<file path="src/rtl/cse_pkg.sv">
package cse_pkg;

  localparam int ID_W     = 29;
  localparam int LAYOUT_W = 13;
  localparam int GAIN_W   = 28;
  localparam int WORD_W   = 32;
  localparam int DATA_W   = 64;
  localparam int CODE_W   = 8;
  localparam int NUM_CODES = 4;
  localparam int CFG_IDX_W = 3;

  localparam logic FUNC_FRAME   = 1'b0;
  localparam logic FUNC_TIMEOUT = 1'b1;

  localparam logic [2:0] LAYOUT_BITFIELD = 3'd0;
  localparam logic [2:0] LAYOUT_BYTES_1  = 3'd1;
  localparam logic [2:0] LAYOUT_BYTES_2  = 3'd2;
  localparam logic [2:0] LAYOUT_BYTES_3  = 3'd3;
  localparam logic [2:0] LAYOUT_BYTES_4  = 3'd4;

  localparam logic [3:0] BITFIELD_MAX_CNT = 4'd8;

  typedef enum logic [CFG_IDX_W-1:0] {
    CFG_MATCH_ID     = 3'd0,
    CFG_FIELD_LAYOUT = 3'd1,
    CFG_WEIGHT       = 3'd2,
    CFG_BIAS         = 3'd3,
    CFG_THRESH_LOW   = 3'd4,
    CFG_THRESH_HIGH  = 3'd5,
    CFG_ALARM_MODE   = 3'd6,
    CFG_STATUS_CODES = 3'd7
  } cfg_idx_t;

  typedef enum logic [2:0] {
    MODE_NONE      = 3'd0,
    MODE_ABOVE     = 3'd1,
    MODE_BELOW     = 3'd2,
    MODE_INSIDE    = 3'd3,
    MODE_OUTSIDE   = 3'd4,
    MODE_HYST_HIGH = 3'd5,
    MODE_HYST_LOW  = 3'd6,
    MODE_STATUS    = 3'd7
  } alarm_mode_t;

  typedef struct packed {
    logic [ID_W-1:0]     match_id;
    logic [LAYOUT_W-1:0] field_layout;
    logic [GAIN_W-1:0]   weight;
    logic [WORD_W-1:0]   bias;
    logic [WORD_W-1:0]   thresh_low;
    logic [WORD_W-1:0]   thresh_high;
    alarm_mode_t         alarm_mode;
    logic [WORD_W-1:0]   status_codes;
  } cfg_t;

  // extraction result handed to the alarm stage
  typedef struct packed {
    logic              timeout;
    logic              hit;
    logic              upd;
    logic [WORD_W-1:0] value;
    logic [WORD_W-1:0] prod;
  } front_t;

endpackage

</file>
<file path="src/rtl/cse_cfg.sv">
module cse_cfg
  import cse_pkg::*;
(
  input  logic                 clk,
  input  logic                 rst_n,
  input  logic                 wr_en,
  input  logic [CFG_IDX_W-1:0] wr_index,
  input  logic [WORD_W-1:0]    wr_data,
  output cfg_t                 cfg
);

  cfg_t cfg_r;
  cfg_t cfg_nxt;

  always_comb begin
    cfg_nxt = cfg_r;
    if (wr_en) begin
      case (cfg_idx_t'(wr_index))
        CFG_MATCH_ID:     cfg_nxt.match_id     = wr_data[ID_W-1:0];
        CFG_FIELD_LAYOUT: cfg_nxt.field_layout = wr_data[LAYOUT_W-1:0];
        CFG_WEIGHT:       cfg_nxt.weight       = wr_data[GAIN_W-1:0];
        CFG_BIAS:         cfg_nxt.bias         = wr_data;
        CFG_THRESH_LOW:   cfg_nxt.thresh_low   = wr_data;
        CFG_THRESH_HIGH:  cfg_nxt.thresh_high  = wr_data;
        CFG_ALARM_MODE:   cfg_nxt.alarm_mode   = alarm_mode_t'(wr_data[2:0]);
        CFG_STATUS_CODES: cfg_nxt.status_codes = wr_data;
        default:          cfg_nxt = cfg_r;
      endcase
    end
  end

  always_ff @(posedge clk) begin
    if (!rst_n) begin
      cfg_r <= '{weight: GAIN_W'(1), alarm_mode: MODE_NONE, default: '0};
    end else begin
      cfg_r <= cfg_nxt;
    end
  end

  assign cfg = cfg_r;

endmodule

</file>
<file path="src/rtl/cse_front.sv">
module cse_front
  import cse_pkg::*;
(
  input  cfg_t              cfg,
  input  logic              func,
  input  logic [ID_W-1:0]   frame_id,
  input  logic [DATA_W-1:0] frame_data,
  output front_t            res
);

  logic [2:0]        ftype;
  logic [2:0]        start;
  logic [2:0]        shift;
  logic [3:0]        count;
  logic [3:0]        cnt_sat;
  logic [DATA_W-1:0] shifted;
  logic [CODE_W-1:0] bf_mask;
  logic [CODE_W-1:0] bf_val;
  logic [WORD_W-1:0] byte_mask;
  logic              is_frame;
  logic              id_hit;

  assign ftype = cfg.field_layout[2:0];
  assign start = cfg.field_layout[5:3];
  assign shift = cfg.field_layout[8:6];
  assign count = cfg.field_layout[12:9];

  // bytes past the payload shift in as zero
  assign shifted = frame_data >> {start, 3'b000};

  assign cnt_sat = (count > BITFIELD_MAX_CNT) ? BITFIELD_MAX_CNT : count;
  assign bf_mask = CODE_W'((9'd1 << cnt_sat) - 9'd1);
  assign bf_val  = (shifted[CODE_W-1:0] >> shift) & bf_mask;

  always_comb begin
    case (ftype)
      LAYOUT_BYTES_1: byte_mask = 32'h0000_00ff;
      LAYOUT_BYTES_2: byte_mask = 32'h0000_ffff;
      LAYOUT_BYTES_3: byte_mask = 32'h00ff_ffff;
      LAYOUT_BYTES_4: byte_mask = 32'hffff_ffff;
      default:        byte_mask = '0;
    endcase
  end

  assign is_frame = (func == FUNC_FRAME);
  assign id_hit   = is_frame && (frame_id == cfg.match_id);

  always_comb begin
    res.timeout = (func == FUNC_TIMEOUT);
    res.hit     = id_hit || res.timeout;
    res.upd     = id_hit && (ftype <= LAYOUT_BYTES_4);
    if (ftype == LAYOUT_BITFIELD) begin
      res.value = {{(WORD_W-CODE_W){1'b0}}, bf_val};
    end else begin
      res.value = shifted[WORD_W-1:0] & byte_mask;
    end
    res.prod = WORD_W'(res.value * {{(WORD_W-GAIN_W){1'b0}}, cfg.weight});
  end

endmodule

</file>
<file path="src/rtl/cse_back.sv">
module cse_back
  import cse_pkg::*;
(
  input  logic              clk,
  input  logic              rst_n,
  input  logic              load,
  input  cfg_t              cfg,
  input  front_t            s1,
  output logic [WORD_W-1:0] value,
  output logic              alarm
);

  logic [WORD_W-1:0] value_r;
  logic [WORD_W-1:0] value_nxt;
  logic              alarm_r;
  logic              alarm_nxt;
  logic              alarm_new;
  logic [WORD_W:0]   diff;
  logic [WORD_W-1:0] scaled;
  logic              ge_hi;
  logic              gt_hi;
  logic              le_lo;
  logic              lt_lo;
  logic [2:0]        n_codes;
  logic              code_hit;

  assign diff   = {1'b0, s1.prod} - {1'b0, cfg.bias};
  assign scaled = diff[WORD_W] ? '0 : diff[WORD_W-1:0];
  assign ge_hi  = scaled >= cfg.thresh_high;
  assign gt_hi  = scaled >  cfg.thresh_high;
  assign le_lo  = scaled <= cfg.thresh_low;
  assign lt_lo  = scaled <  cfg.thresh_low;

  assign n_codes = (cfg.thresh_low > WORD_W'(NUM_CODES)) ? 3'(NUM_CODES)
                                                          : cfg.thresh_low[2:0];

  always_comb begin
    code_hit = 1'b0;
    for (int j = 0; j < NUM_CODES; j++) begin
      if ((3'(j) < n_codes) &&
          (s1.value == {{(WORD_W-CODE_W){1'b0}}, cfg.status_codes[j*CODE_W +: CODE_W]})) begin
        code_hit = 1'b1;
      end
    end
  end

  always_comb begin
    alarm_new = alarm_r;
    case (cfg.alarm_mode)
      MODE_NONE:    alarm_new = alarm_r;
      MODE_ABOVE:   alarm_new = ge_hi;
      MODE_BELOW:   alarm_new = le_lo;
      MODE_INSIDE:  alarm_new = !lt_lo && !gt_hi;
      MODE_OUTSIDE: alarm_new = le_lo || ge_hi;
      MODE_HYST_HIGH: begin
        if (lt_lo) begin
          alarm_new = 1'b0;
        end else if (gt_hi) begin
          alarm_new = 1'b1;
        end
      end
      MODE_HYST_LOW: begin
        if (lt_lo) begin
          alarm_new = 1'b1;
        end else if (gt_hi) begin
          alarm_new = 1'b0;
        end
      end
      MODE_STATUS: begin
        if (n_codes != 3'd0) begin
          alarm_new = code_hit;
        end
      end
      default: alarm_new = alarm_r;
    endcase
  end

  always_comb begin
    value_nxt = value_r;
    alarm_nxt = alarm_r;
    if (load) begin
      if (s1.timeout) begin
        value_nxt = '0;
        alarm_nxt = 1'b0;
      end else if (s1.upd) begin
        value_nxt = s1.value;
        alarm_nxt = alarm_new;
      end
    end
  end

  always_ff @(posedge clk) begin
    if (!rst_n) begin
      value_r <= '0;
      alarm_r <= 1'b0;
    end else begin
      value_r <= value_nxt;
      alarm_r <= alarm_nxt;
    end
  end

  assign value = value_r;
  assign alarm = alarm_r;

endmodule

</file>
<file path="src/rtl/can_signal_extract_alarm.sv">
// CAN signal slot: extracts one signal from frames with a matching identifier,
// keeps it, and updates an alarm bit from it; a reception timeout clears both.
//
// Input channel: in_valid/in_stall with in_func (0 frame, 1 reception timeout),
// in_frame_id and in_frame_data. Result channel: out_valid/out_stall with
// out_accepted, out_signal_value and out_alarm, one result per request.
// Config channel: cfg_valid/cfg_ready (always ready), cfg_index, cfg_data;
// write only while no request is in flight.
//
// A request accepted on the input passes the input register, the extraction
// and multiply register, then the stage that subtracts the bias, compares
// and updates the held value and alarm, where its result shows.
// Throughput: one request per cycle; every stage advances each cycle while
// the result is not stalled.
// When out_stall is high the result holds and the pipeline fills; in_stall
// rises once all three stages are occupied.
// Reset (rst_n low at a clock edge) empties the pipeline and clears the held
// value, alarm and all config registers, except weight, which resets to 1.
module can_signal_extract_alarm
  import cse_pkg::*;
(
  input  logic                 clk,
  input  logic                 rst_n,
  input  logic                 in_valid,
  output logic                 in_stall,
  input  logic                 in_func,
  input  logic [ID_W-1:0]      in_frame_id,
  input  logic [DATA_W-1:0]    in_frame_data,
  output logic                 out_valid,
  input  logic                 out_stall,
  output logic                 out_accepted,
  output logic [WORD_W-1:0]    out_signal_value,
  output logic                 out_alarm,
  input  logic                 cfg_valid,
  output logic                 cfg_ready,
  input  logic [CFG_IDX_W-1:0] cfg_index,
  input  logic [WORD_W-1:0]    cfg_data
);

  cfg_t              cfg;
  logic              s0_v_r;
  logic              s0_v_nxt;
  logic              s0_func_r;
  logic [ID_W-1:0]   s0_id_r;
  logic [DATA_W-1:0] s0_data_r;
  front_t            front;
  front_t            s1_r;
  logic              s1_v_r;
  logic              s1_v_nxt;
  logic              out_v_r;
  logic              out_v_nxt;
  logic              out_acc_r;
  logic              out_adv;
  logic              s1_free;
  logic              in_load;
  logic              s1_load;
  logic              out_load;

  assign cfg_ready = 1'b1;

  cse_cfg u_cfg (
    .clk      (clk),
    .rst_n    (rst_n),
    .wr_en    (cfg_valid && cfg_ready),
    .wr_index (cfg_index),
    .wr_data  (cfg_data),
    .cfg      (cfg)
  );

  assign out_adv  = !out_v_r || !out_stall;
  assign s1_free  = !s1_v_r || out_adv;
  assign in_stall = s0_v_r && !s1_free;
  assign in_load  = in_valid && !in_stall;
  assign s1_load  = s0_v_r && s1_free;
  assign out_load = s1_v_r && out_adv;

  assign s0_v_nxt  = in_load || (s0_v_r && !s1_free);
  assign s1_v_nxt  = s1_load || (s1_v_r && !out_adv);
  assign out_v_nxt = out_load || (out_v_r && out_stall);

  always_ff @(posedge clk) begin
    if (!rst_n) begin
      s0_v_r  <= 1'b0;
      s1_v_r  <= 1'b0;
      out_v_r <= 1'b0;
    end else begin
      s0_v_r  <= s0_v_nxt;
      s1_v_r  <= s1_v_nxt;
      out_v_r <= out_v_nxt;
    end
  end

  always_ff @(posedge clk) begin
    if (in_load) begin
      s0_func_r <= in_func;
      s0_id_r   <= in_frame_id;
      s0_data_r <= in_frame_data;
    end
    if (s1_load) begin
      s1_r <= front;
    end
    if (out_load) begin
      out_acc_r <= s1_r.hit;
    end
  end

  cse_front u_front (
    .cfg        (cfg),
    .func       (s0_func_r),
    .frame_id   (s0_id_r),
    .frame_data (s0_data_r),
    .res        (front)
  );

  // held value and alarm double as the result register
  cse_back u_back (
    .clk   (clk),
    .rst_n (rst_n),
    .load  (out_load),
    .cfg   (cfg),
    .s1    (s1_r),
    .value (out_signal_value),
    .alarm (out_alarm)
  );

  assign out_valid    = out_v_r;
  assign out_accepted = out_acc_r;

endmodule

</file>
<file path="config.mk">
export PLATFORM = sky130hd
export DESIGN_NAME = can_signal_extract_alarm
export DESIGN_NICKNAME = d
export VERILOG_FILES = /design/src/rtl/cse_pkg.sv /design/src/rtl/cse_cfg.sv /design/src/rtl/cse_front.sv /design/src/rtl/cse_back.sv /design/src/rtl/can_signal_extract_alarm.sv
export SDC_FILE = /design/constraint.sdc
export NUM_CORES = 2
export LEC_CHECK = 0
export ABC_AREA = 1
export ABC_CLOCK_PERIOD_IN_PS = 11450
export BUFFER_PORTS_ARGS = -buffer_cell sky130_fd_sc_hd__buf_4
export CAP_MARGIN = 5
export CELL_PAD_IN_SITES_DETAIL_PLACEMENT = 0
export CELL_PAD_IN_SITES_GLOBAL_PLACEMENT = 1
export CORE_ASPECT_RATIO = 0.9
export CORE_UTILIZATION = 51
export DETAILED_ROUTE_END_ITERATION = 10
export PLACE_DENSITY_LB_ADDON = 0.1
export SLEW_MARGIN = 20
export SYNTH_ARGS = -nofsm -noshare
export SYNTH_HDL_FRONTEND = slang
export SYNTH_HIERARCHICAL = 1
export SYNTH_SLANG_ARGS = --single-unit
</file>
<file path="constraint.sdc">
create_clock -name clk -period 11.45 [get_ports clk]
set_clock_uncertainty 0.15 [all_clocks]
set_input_delay 0.5725 -clock clk [delete_from_list [all_inputs] [get_ports clk]]
set_output_delay 0.5725 -clock clk [all_outputs]
set_load 0.02 [all_outputs]
</file>
==> reports/qor.log <==
qor: global_route.global_route.usage.total 31.54%
qor: yosys.synth.area.top_cells fa_1, edfxtp_1, dfxtp_1
qor: drt.wl_per_cell 19.60 µm
qor: timing.report.final.hold_viol_count 0
qor: timing.report.final.slew_viol_count 0
qor: finish.design.final.nets 5552
qor: timing.slew-limit-headroom 30.08%
qor: drt.drt_pass_1_iters 7
qor: timing.fin_worst_hold_slack 23.48 ps
qor: place.routabilityCongestion 0.9808
qor: yosys.synth_seq_area_share 26.42%
qor: cts.post-cts-setup-buffers 0
qor: timing.timing.final.setup_violations 0
qor: pwr.power.share.switching 32.42%
qor: drt.drt_iter0_markers 2282
qor: cts.clkSlewWorstSetupHoldPaths 60 ps
qor: global_route.antenna_found_initial 2
qor: pwr.combPwrFrac 22.8%
qor: floorplanning.coreArea 70330 µm²
qor: floorplanning.initial_core_utilization 51.72%
qor: finish.layoutNonFillerInstCount 5778
qor: place.port-buffer-count 169
qor: yosys.postSynthNetCount 5483
qor: timing.fmax 111.4 MHz
qor: global_route.grt_pass1_vias 30378
qor: worst_setup_path.setup.worst_path.class reg2reg
qor: run_status.run_status finished clean
qor: global_route.pin_count_of_the_biggest_net_entering_global_routing 126
qor: floorplanning.die_w 283.5 µm
qor: yosys.synth.yosys.warnings 6
qor: worst_setup_path.critical_path.startpoint_type flop
qor: drt.route.vias.total 30343
qor: worst_setup_path.slowest_stage dfxtp_1
qor: worst_setup_path.worst_path_largest_cell_delay 640 ps
qor: pwr.irDropWorstVdd 0.1179 mV
qor: worst_setup_path.required 11610 ps
qor: finish.most-common-layout-cells nand2_1, inv_1, nor2_1, fa_1, nand3_1
qor: pwr.powerDensity 96.56 nW/µm²
qor: timing.layout_min_cycle_time 8980 ps
qor: cts.tritoncts built
qor: floorplanning.die_area 72390 µm²
qor: worst_setup_path.worst-path-buf-inv 8
qor: floorplanning.core.rowCount 92
qor: worst_setup_path.critical_path.endpoint_type flop
qor: pwr.seq_power_share 41.8%
qor: floorplanning.die_height 255.4 µm
qor: timing.max_slew.worst_pin.slew 1048 ps
qor: pwr.totalPowerFinal 3.839 mW
qor: finish.final_common_cell nand2_1
qor: pwr.power.clock.fraction 35.4%
qor: place.dp.cells 5677
qor: place.detailed_placement_hpwl 84090 µm
qor: yosys.syn_inst 4735
qor: timing.tns 0 ps
qor: cts.max-clock-path-buffers 3
qor: worst_setup_path.critical-path-top-cell-by-count fa_1
qor: worst_setup_path.cp.arrival 9140 ps
qor: global_route.global_route.overflow_total 0
qor: cts.total_cts_buffers 44
qor: yosys.synth_cell_type_count 57
qor: finish.layout-drive-gt1-share 7.298%
qor: drt.ant_nets 0
qor: yosys.yosys.area.top_type_share 22.46%
qor: timing.grt_setup_unrepaired false
qor: yosys.post_synth_top_area_cell fa_1
qor: yosys.synth.cell_area 36370 µm²
qor: worst_setup_path.critPathMaxFanout 19
qor: yosys.syn-mean-instance-area 7.682 µm²
qor: global_route.grt_pass1_wl 174900 µm
qor: floorplanning.floorplan.io_pins 171
qor: yosys.postSynthRegisterBits 399
qor: drt.drt_drc_violations_left 0
qor: cts.clock_latency 580 ps
qor: cts.tritoncts_num_sinks 399
qor: pwr.p_sw 1.244 mW
qor: drt.detail_route.vias_per_cell 5.251
qor: finish.layout-area-overhead-vs-synth 9.295%
qor: worst_setup_path.top_delay_family_on_crit_path adder cells
qor: pwr.internal_power 2.594 mW
qor: flow_run.timing.max_cap.violations 0
qor: timing.final_min_period_over_clock_period 78.42%
qor: drt.wirelength 113300 µm
qor: cts.clock_tree.root_cell clkbuf_16
qor: pwr.power_leakage 18.98 nW
qor: cts.htree_levels 2
qor: worst_hold_path.worst_hold_check_path_type in2reg
stage by stage:
stage	instance area [µm²]	utilization, %	setup WS [ps]
after floorplan	36370	-	4098
after global placement	38190	54.30	2363
after detailed placement	38190	54.30	2167
after CTS	39750	56.51	2168
after global routing	39750	56.52	1860
final	39750	56.52	2470
final timing paths:
| kind | from | slack, ps | to | depth (start not counted) |
|---|---|---|---|---|
| max | u_cfg/cfg[163]$_SDFFE_PN0P_ | 2470 | s1_r[29]$_DFFE_PP_ | 35 |
| min | in_frame_data[45] | 20 | s0_data_r[45]$_DFFE_PP_ | 1 |
| max reg2reg | u_cfg/cfg[163]$_SDFFE_PN0P_ | 2470 | s1_r[29]$_DFFE_PP_ | 35 |
| min reg2reg | s1_r[65]$_DFFE_PP_ | 280 | out_accepted$_DFFE_PP_ | 0 |
kinds of logic after synthesis:
| family | share of synthesized area (%) |
|---|---|
| AOI/OAI and AO/OA | 4.410 |
| other | 0.01031 |
| and+or+nand+nor | 25.77 |
| xor gates and xnor gates | 2.432 |
| buffers and inverters | 11.42 |
| adders and majority gates | 29.54 |
| DFF | 26.42 |
synthesized netlist by cell type, drive strengths merged:
cell type	count
nand4	37
inv	835
clkbuf	104
o21a	5
buf	102
nor4	11
a31oi	9
o211ai	13
a21boi	3
o2111ai	1
nor3	13
xor2	43
clkinv	9
nor4b	2
a21o	4
nand3b	6
o221a	2
nand2	1176
or2	9
edfxtp	162
nor3b	2
o21ai	67
xnor2	58
o221ai	3
and2	1
fa	408
o31ai	2
a21oi	158
a221oi	1
or4	2
nor2	651
conb	1
dfxtp	237
a211oi	8
ha	206
a31o	1
a32oi	1
o21bai	6
nand3	376
routing by layer:
layer,wire length [µm],part of all wire (%),GRT usage (%)
met1,47900,42,41.45
met2,51030,45,50.01
met3,10300,9.1,8.598
met4,4051,3.6,11.08
met5,0,0,0
layout make-up:
| type | count | area, µm² |
|---|---|---|
| well taps | 940 | 1176 |
| clock inverters | 20 | 130.1 |
| clock buffers | 59 | 1217 |
| diodes | 1 | 2.502 |
| repair buffers | 229 | 1775 |
| inverters | 844 | 3178 |
| fillers | 6808 | 30580 |
| multi-input cells | 3286 | 22660 |
| flip-flops and latches | 399 | 9615 |
sequential cells by signal (all words and copies together), names as in the netlist:
signal / count
u_cfg/cfg: 201
s1_r: 67
s0_data_r: 64
u_back/value: 32
s0_id_r: 29
out_accepted: 1
out_valid: 1
s0_func_r: 1
s0_v_r: 1
s1_v_r: 1
u_back/alarm: 1
power by group through the flow:
stage | sequential, mW | combinational, mW | clock [mW]
6_report | 1.60 | 0.875 | 1.36
5_1_grt | 1.61 | 0.976 | 1.44
3_5_place_dp | 1.63 | 0.857 | 0
4_1_cts | 1.60 | 0.868 | 1.39
2_1_floorplan | 1.61 | 0.582 | 0
3_3_place_gp | 1.63 | 0.847 | 0
repair_timing:
action	CTS	global route
endpoints found under the hold margin	21	0
gates resized for setup	0	0
setup endpoints to repair	0	0
hold buffers	21	0
No activity file was read; power rests on OpenSTA's default activity.
